[src/rtl/sle_pkg.sv]
package sle_pkg;
    localparam int DEPTH_DEF      = 64;
    localparam int DATA_WIDTH_DEF = 32;
    localparam int CMD_W    = 3;
    localparam int VALUE_W  = 32;
    localparam int POS_W    = 6;
    localparam int STATUS_W = 3;
    localparam int FIDX_W   = 6;
    localparam int LEN_W    = 7;

    typedef enum logic [CMD_W-1:0] {
        CMD_INSERT = 3'd0,
        CMD_DELETE = 3'd1,
        CMD_LOCATE = 3'd2,
        CMD_PURGE  = 3'd3,
        CMD_CLEAR  = 3'd4
    } t_cmd;

    typedef enum logic [STATUS_W-1:0] {
        ST_OK       = 3'd0,
        ST_FULL     = 3'd1,
        ST_BADPOS   = 3'd2,
        ST_NOTFOUND = 3'd3,
        ST_EMPTY    = 3'd4
    } t_status;

    typedef struct packed {
        logic [CMD_W-1:0]   cmd;
        logic [VALUE_W-1:0] value;
        logic [POS_W-1:0]   pos;
    } t_in_beat;

    typedef struct packed {
        logic [STATUS_W-1:0] status;
        logic [FIDX_W-1:0]   found_index;
        logic [LEN_W-1:0]    length;
        logic                is_empty;
    } t_out_beat;
endpackage

[src/rtl/sle_if.sv]
interface sle_in_if;
    logic               valid;
    logic               ready;
    sle_pkg::t_in_beat  data;
    modport source (output valid, output data, input ready);
    modport sink   (input valid, input data, output ready);
endinterface

interface sle_out_if;
    logic               valid;
    logic               ready;
    sle_pkg::t_out_beat data;
    modport source (output valid, output data, input ready);
    modport sink   (input valid, input data, output ready);
endinterface

[src/rtl/sle_ram.sv]
module sle_ram #(
    parameter int WIDTH = 32,
    parameter int DEPTH = 64
) (
    input  logic                     i_clk,
    input  logic                     i_we,
    input  logic [$clog2(DEPTH)-1:0] i_waddr,
    input  logic [WIDTH-1:0]         i_wdata,
    input  logic [$clog2(DEPTH)-1:0] i_raddr,
    output logic [WIDTH-1:0]         o_rdata
);
    logic [WIDTH-1:0] r_mem [DEPTH];

    always_ff @(posedge i_clk) begin
        if (i_we) begin
            r_mem[i_waddr] <= i_wdata;
        end
        o_rdata <= r_mem[i_raddr];
    end
endmodule

[src/rtl/sequential_list_engine_unit.sv]
// Clear, unknown and refused commands go straight to the result; insert and delete move each
// entry with a read and then a write; locate reads entries from index 0 until a hit or the
// end of the list. Purge compares each entry with the kept ones and writes back only values
// not kept yet. One command is in work at a time; the next beat is taken only after the
// result is registered.
// Reset (synchronous, active low) empties the list; the RAM needs no clearing.
module sequential_list_engine_unit #(
    parameter int DEPTH      = sle_pkg::DEPTH_DEF,
    parameter int DATA_WIDTH = sle_pkg::DATA_WIDTH_DEF
) (
    input  logic  i_clk,
    input  logic  i_rst_n,
    sle_in_if.sink    i_cmd,
    sle_out_if.source o_res
);
    import sle_pkg::*;

    localparam int AW = $clog2(DEPTH);
    localparam int CW = $clog2(DEPTH + 1);
    localparam int XW = (CW > POS_W) ? CW : POS_W;

    typedef enum logic [7:0] {
        S_IDLE  = 8'b00000001,
        S_INS   = 8'b00000010,
        S_DEL   = 8'b00000100,
        S_LOC   = 8'b00001000,
        S_PRD   = 8'b00010000,
        S_PCHK  = 8'b00100000,
        S_DONE  = 8'b01000000,
        S_WAIT  = 8'b10000000
    } t_state;

    t_state r_state, n_state;
    logic [CW-1:0] r_count, n_count;
    logic [CW-1:0] r_k, n_k;       // walking index
    logic [CW-1:0] r_kept, n_kept;
    logic [CW-1:0] r_chk, n_chk;
    logic [CW-1:0] r_pos, n_pos;
    logic [DATA_WIDTH-1:0] r_word, n_word;
    logic [STATUS_W-1:0] r_st, n_st;
    logic [CW-1:0] r_where, n_where;
    logic r_pend, n_pend;          // a read issued last cycle
    t_out_beat r_out;
    logic r_ovalid;

    logic we;
    logic [AW-1:0] waddr, raddr;
    logic [DATA_WIDTH-1:0] wdata, rdata;

    sle_ram #(.WIDTH(DATA_WIDTH), .DEPTH(DEPTH)) u_ram (
        .i_clk(i_clk), .i_we(we), .i_waddr(waddr), .i_wdata(wdata),
        .i_raddr(raddr), .o_rdata(rdata)
    );

    assign i_cmd.ready = (r_state == S_IDLE);
    assign o_res.valid = r_ovalid;
    assign o_res.data  = r_out;

    always_comb begin
        n_state = r_state; n_count = r_count; n_k = r_k; n_kept = r_kept;
        n_chk = r_chk; n_pos = r_pos; n_word = r_word; n_st = r_st;
        n_where = r_where; n_pend = 1'b0;
        we = 1'b0; waddr = '0; wdata = r_word; raddr = '0;
        unique case (r_state)
            S_IDLE: begin
                if (i_cmd.valid) begin
                    n_word  = DATA_WIDTH'(signed'(i_cmd.data.value));
                    n_pos   = CW'(i_cmd.data.pos);
                    n_st    = ST_OK;
                    n_where = '0;
                    n_state = S_DONE;
                    unique case (i_cmd.data.cmd)
                        CMD_INSERT: begin
                            if (r_count == CW'(DEPTH)) n_st = ST_FULL;
                            else if (XW'(i_cmd.data.pos) > XW'(r_count)) n_st = ST_BADPOS;
                            else begin n_k = r_count; n_state = S_INS; end
                        end
                        CMD_DELETE: begin
                            if (XW'(i_cmd.data.pos) >= XW'(r_count)) n_st = ST_BADPOS;
                            else begin n_k = CW'(i_cmd.data.pos) + 1'b1; n_state = S_DEL; end
                        end
                        CMD_LOCATE: begin n_k = '0; n_state = S_LOC; end
                        CMD_PURGE: begin
                            if (r_count == '0) n_st = ST_EMPTY;
                            else begin n_k = '0; n_kept = '0; n_state = S_PRD; end
                        end
                        CMD_CLEAR: n_count = '0;
                        default: ;
                    endcase
                end
            end
            S_INS: begin
                // Read entry k-1, then write it to k on the next cycle.
                if (r_pend) begin
                    we = 1'b1; waddr = AW'(r_k); wdata = rdata;
                    n_k = r_k - 1'b1;
                end else if (r_k > r_pos) begin
                    raddr = AW'(r_k - 1'b1); n_pend = 1'b1;
                end else begin
                    we = 1'b1; waddr = AW'(r_pos); wdata = r_word;
                    n_count = r_count + 1'b1; n_state = S_DONE;
                end
            end
            S_DEL: begin
                if (r_pend) begin
                    we = 1'b1; waddr = AW'(r_k - 1'b1); wdata = rdata;
                    n_k = r_k + 1'b1;
                end else if (r_k < r_count) begin
                    raddr = AW'(r_k); n_pend = 1'b1;
                end else begin
                    n_count = r_count - 1'b1; n_state = S_DONE;
                end
            end
            S_LOC: begin
                raddr = AW'(r_k + 1'b1);
                if (r_pend && rdata == r_word) begin
                    n_where = r_k; n_state = S_DONE;
                end else begin
                    if (r_pend) n_k = r_k + 1'b1;
                    if ((r_pend ? r_k + 1'b1 : r_k) < r_count) begin
                        raddr = AW'(r_pend ? r_k + 1'b1 : r_k); n_pend = 1'b1;
                    end else begin
                        n_st = ST_NOTFOUND; n_state = S_DONE;
                    end
                end
            end
            S_PRD: begin
                // Fetch entry k into r_word, then compare with kept entries.
                if (r_pend) begin
                    n_word = rdata; n_chk = '0; n_state = S_PCHK;
                end else if (r_k < r_count) begin
                    raddr = AW'(r_k); n_pend = 1'b1;
                end else begin
                    n_count = r_kept; n_state = S_DONE;
                end
            end
            S_PCHK: begin
                if (r_pend && rdata == r_word) begin
                    n_k = r_k + 1'b1; n_state = S_PRD;
                end else begin
                    if (r_pend) n_chk = r_chk + 1'b1;
                    if ((r_pend ? r_chk + 1'b1 : r_chk) < r_kept) begin
                        raddr = AW'(r_pend ? r_chk + 1'b1 : r_chk); n_pend = 1'b1;
                    end else begin
                        we = 1'b1; waddr = AW'(r_kept); wdata = r_word;
                        n_kept = r_kept + 1'b1; n_k = r_k + 1'b1; n_state = S_PRD;
                    end
                end
            end
            S_DONE: n_state = S_WAIT;
            S_WAIT: if (!r_ovalid || o_res.ready) n_state = S_IDLE;
            default: n_state = S_IDLE;
        endcase
    end

    always_ff @(posedge i_clk) begin
        if (!i_rst_n) begin
            r_state <= S_IDLE; r_count <= '0; r_pend <= 1'b0; r_ovalid <= 1'b0;
        end else begin
            r_state <= n_state; r_count <= n_count; r_pend <= n_pend;
            if (r_state == S_WAIT && (!r_ovalid || o_res.ready)) r_ovalid <= 1'b1;
            else if (o_res.ready) r_ovalid <= 1'b0;
        end
        r_k <= n_k; r_kept <= n_kept; r_chk <= n_chk; r_pos <= n_pos;
        r_word <= n_word; r_st <= n_st; r_where <= n_where;
        if (r_state == S_WAIT && (!r_ovalid || o_res.ready)) begin
            r_out.status      <= r_st;
            r_out.found_index <= FIDX_W'(r_where);
            r_out.length      <= LEN_W'(r_count);
            r_out.is_empty    <= (r_count == '0);
        end
    end
endmodule

[src/flat_wrapper.sv]
// flat-port wrapper written by rule: the top's interface ports become plain ports
module sequential_list_engine_unit_flat import sle_pkg::*;
#(
    parameter int DEPTH      = sle_pkg::DEPTH_DEF,
    parameter int DATA_WIDTH = sle_pkg::DATA_WIDTH_DEF
)
  (i_clk, i_rst_n, i_cmd_valid, i_cmd_data, i_cmd_ready, o_res_valid, o_res_data, o_res_ready);
  sle_in_if i_cmd_i ();
  sle_out_if o_res_i ();
  input  logic i_clk;
  input  logic i_rst_n;
  input wire logic [$bits(i_cmd_i.valid)-1:0] i_cmd_valid;
  input wire logic [$bits(i_cmd_i.data)-1:0] i_cmd_data;
  output wire logic [$bits(i_cmd_i.ready)-1:0] i_cmd_ready;
  output wire logic [$bits(o_res_i.valid)-1:0] o_res_valid;
  output wire logic [$bits(o_res_i.data)-1:0] o_res_data;
  input wire logic [$bits(o_res_i.ready)-1:0] o_res_ready;
  assign i_cmd_i.valid = i_cmd_valid;
  assign i_cmd_i.data = i_cmd_data;
  assign i_cmd_ready = i_cmd_i.ready;
  assign o_res_valid = o_res_i.valid;
  assign o_res_data = o_res_i.data;
  assign o_res_i.ready = o_res_ready;
  sequential_list_engine_unit #(.DEPTH(DEPTH), .DATA_WIDTH(DATA_WIDTH)) u_core (.i_clk(i_clk), .i_rst_n(i_rst_n), .i_cmd(i_cmd_i), .o_res(o_res_i));
endmodule
[config.mk]
export PLATFORM = sky130hd
export DESIGN_NAME = sequential_list_engine_unit_flat
export DESIGN_NICKNAME = d
export VERILOG_FILES = /design/src/rtl/sle_pkg.sv /design/src/rtl/sle_if.sv /design/src/rtl/sle_ram.sv /design/src/rtl/sequential_list_engine_unit.sv /design/src/flat_wrapper.sv
export SDC_FILE = /design/constraint.sdc
export NUM_CORES = 2
export LEC_CHECK = 0
export BUFFER_PORTS_ARGS = -buffer_cell sky130_fd_sc_hd__buf_2
export CORE_ASPECT_RATIO = 1.25
export CORE_UTILIZATION = 45
export CTS_CLUSTER_SIZE = 20
export DETAILED_ROUTE_END_ITERATION = 8
export GPL_ROUTABILITY_DRIVEN = 0
export PLACE_DENSITY_LB_ADDON = 0.2
export SETUP_SLACK_MARGIN = 0.5
export SLEW_MARGIN = 20
export SYNTH_ARGS = -nofsm -noshare
export SYNTH_HDL_FRONTEND = slang
export SYNTH_SLANG_ARGS = --single-unit
[constraint.sdc]
create_clock -name i_clk -period 7.3 [get_ports i_clk]
set_input_delay 0.365 -clock i_clk [delete_from_list [all_inputs] [get_ports i_clk]]
set_output_delay 0.365 -clock i_clk [all_outputs]
set_load 0.005 [all_outputs]
==> metrics <==
Period minus WS final 6700 ps; cells after synthesis 6,538; Clock Tree Buf Depth 3; worst-path cell chain ha_1 > and3_1 > nand4_1 > xnor2_1 > ha_1 > nand4_1 > o21ai_1 > nor2_1 > a31oi_1 > and4b_1 > buf_4 > nand2_4 > o32ai_1 > a211oi_1 > or4_1; post_cts resized 0; Pre-antenna DRT Iters 6; slowest CP cell o32ai_1; largest family of logic cells by synthesized area simple AND/OR/NAND/NOR gates; Post-synth EDFFs roughly 2.1k; max incr delay on CP roughly 870 ps; top-area cell type share of the netlist area approximately 73%; Post-Route WL 290 mm; Synth Register Bits 2,182; Yosys cell types 81; status complete, no violations; xor-xnor portion of the synthesized cell area 0.656%; vias in the first global route approximately 56k; Yosys top cell by area edfxtp_1; DP HPWL around 170 mm; Finished Layout Cells between 9k and 10k; clock root buffer clkbuf_16; Post-route DRC 0; Synth Flop Type edfxtp_1; worst r2r src u_core.r_k[0]$_DFFE_PP_; core box area 195,000 um2; Area growth syn-to-layout 14.2%; CTS buffer count roughly 210; largest net degree at the start of global routing approximately 120; Arr. time, crit path 7400 ps; setup slack, reg-to-reg about 600 ps; Crit. Startpoint u_core.r_k[0]$_DFFE_PP_; Slew HR between 10% and 20%; Crit. End Element flop; Avg Inst Size Synth 13.5 um2; Synth Warn # 0; number of vias per cell slightly above 6; Synth Area in Adders 0.605%; worst hold path cell count 3; clk sinks 2,182; Compound-Gate Fraction of Synth Area 7.91%; Reg-to-Reg End u_core.u_ram.o_rdata[15]$_DFF_P_; placed cell count 9,023; Worst Hold End u_core.r_state[0]$_SDFFE_PN1P_; Routed Antenna Nets 0; final hold vios 0; cells on worst reg2reg path 15; clock skew 26.2 ps; crit path buf inv count 1; Setup CP Type flop to flop; share of async-settable or async-resettable flops after synthesis 0%; Synth Area in Simple Gates 13.3%; Slew @ Worst Pin 1250 ps; TNS Setup 0 ps; Startpoint Class flop; Post-Syn Area 88,200 um2; PD cells 295 nW/um2; Filler cells between 15k and 20k; vias around 58k; maximum vdd drop 0.237 mV; CP delay by family, top compound AO/OA/AOI/OAI gates; initial antenna violation count 35; GRT Overall Usage 29.0%; hold_ws 67.8 ps; Post-Syn Nets about 6.6k; mux cell area share after synthesis 1.59%; 1st-iter DRT viols 8,159; Max-Cap Viols 0; boundary pin count 64; # setup viols final 0; Worst Hold Class input port to flop; H-tree Lvls 4; global-route wire length before repair 410 mm; layout cells sized above 1 11.5%; Clk Latency, worst-skew pair ~870 ps; Slew Viols, Final 0; top cells by count, synth edfxtp_1, nand2_1, nand3_1; largest fanout on the critical path 44; Chip Height 497 um; RSZ-0062 raised after global routing false; # rows approximately 180; period utilization 91.8%; port bufs 63; gr ovfl total 0; Worst-path clk slew 60 ps; HP Start i_cmd_valid; die area 198,000 um2; Fmax achieved ~0.15 GHz; most frequent cell after synthesis edfxtp_1; Lkg Pwr around 34 nW; Initial Util 45.3%; CTS tree yes; post-DR wirelength/cell a little over 30 um; Seq/Total Area, Yosys 73.8%; top cells by area, synth edfxtp_1, nand2_1, nand3_1; Worst EP required between 7000 and 8000 ps; nets between 6k and 7k; die extent in x slightly below 400 um
## through the flow
step / util, % / total power, mW / instance area [um2] / worst slack (ps)
2_1_floorplan: - / 17.1 / 88200 / 1600
3_3_place_gp: 47.8 / 18.9 / 93100 / 236
3_5_place_dp: 48.0 / 18.9 / 93400 / 883
4_1_cts: 51.7 / 29.7 / 101000 / 847
5_1_grt: 51.7 / 30.4 / 101000 / 554
6_report: 51.7 / 29.6 / 101000 / 595
## kinds of logic (layout without fill, tap and decap cells)
kind of cell | after synthesis | in the layout
compound gates | 997 | 997
xor+xnor | 66 | 66
fa+ha+maj | 42 | 42
buf+inv | 467 | 818
flops | 2182 | 2182
mux | 136 | 136
other cells | 0 | 11
simple gates | 2648 | 2648
## area by class of cell
cell class              count  area, um2  share of cell area (%)
flip-flops and latches   2182      65000                    64.6
diodes                     11       27.5                  0.0274
inverters                  37        139                   0.138
multi-input cells        3889      21900                    21.8
repair buffers            397       3550                    3.53
clock buffers             280       5710                    5.67
well taps                2562       3210                    3.19
clock inverters           104       1060                    1.06
## routing by layer
metal | global-route usage [%] | routed length (um) | vias to the layer above
met2 | 46.7 | 138000 | 3108
met5 | 0 | 189 | -
met4 | 15.3 | 17100 | 28
li1 | - | - | 25100
met1 | 37.2 | 109000 | 29500
met3 | 5.23 | 26100 | 572
## worst max path at each step
stage	to	slack, ps	depth (start not counted)
2_1_floorplan	u_core.u_ram.o_rdata[28]$_DFF_P_	1600	21
3_3_place_gp	u_core.u_ram.o_rdata[20]$_DFF_P_	240	16
3_5_place_dp	u_core.u_ram.o_rdata[15]$_DFF_P_	880	15
4_1_cts	u_core.u_ram.o_rdata[15]$_DFF_P_	850	15
5_1_grt	u_core.u_ram.o_rdata[15]$_DFF_P_	550	15
6_report	u_core.u_ram.o_rdata[15]$_DFF_P_	600	15
## report_power, final
part           switching [mW]  leakage, nW  internal [mW]
Sequential              0.272         19.6           14.2
Clock                    4.76         3.29           6.12
Combinational            3.07         11.2           1.18
## cells in the final DEF (no fill, tap or decap), types with 91 or more instances in the layout
master,netlist,final
edfxtp_1,2133,2133
nand2_1,1591,1587
nand3_1,417,417
buf_4,5,242
a31oi_1,236,236
and3_1,215,213
clkbuf_16,0,212
a211oi_1,213,208
a21oi_1,158,158
nor2_1,208,143
mux2i_1,103,103
nand4_1,91,91
## worst min-delay path, delay by kind of cell
| kind | cells | cell delay [ps] |
|---|---|---|
| AND/OR/NAND/NOR | 2 | 390 |
| buffers and inverters | 1 | 110 |
## flip-flops by register name, summed over array words and instances, names as in the netlist
signal                flops
u_core.u_ram.r_mem     2048
u_core.r_where            6
u_core.r_st               3
u_core.o_res.valid        1
u_core.r_kept             7
u_core.r_k                7
u_core.r_pend             1
u_core.o_res.data        17
u_core.u_ram.o_rdata     32
u_core.r_word            32
u_core.r_pos              6
u_core.r_count            7
u_core.r_state            8
u_core.r_chk              7
## timing repair
| item | CTS | global route |
|---|---|---|
| hold buffers | 44 | 0 |
| buffers inserted | 0 | 0 |
| endpoints found under the hold margin | 56 | 0 |
Power figures use the tool's default switching activity.
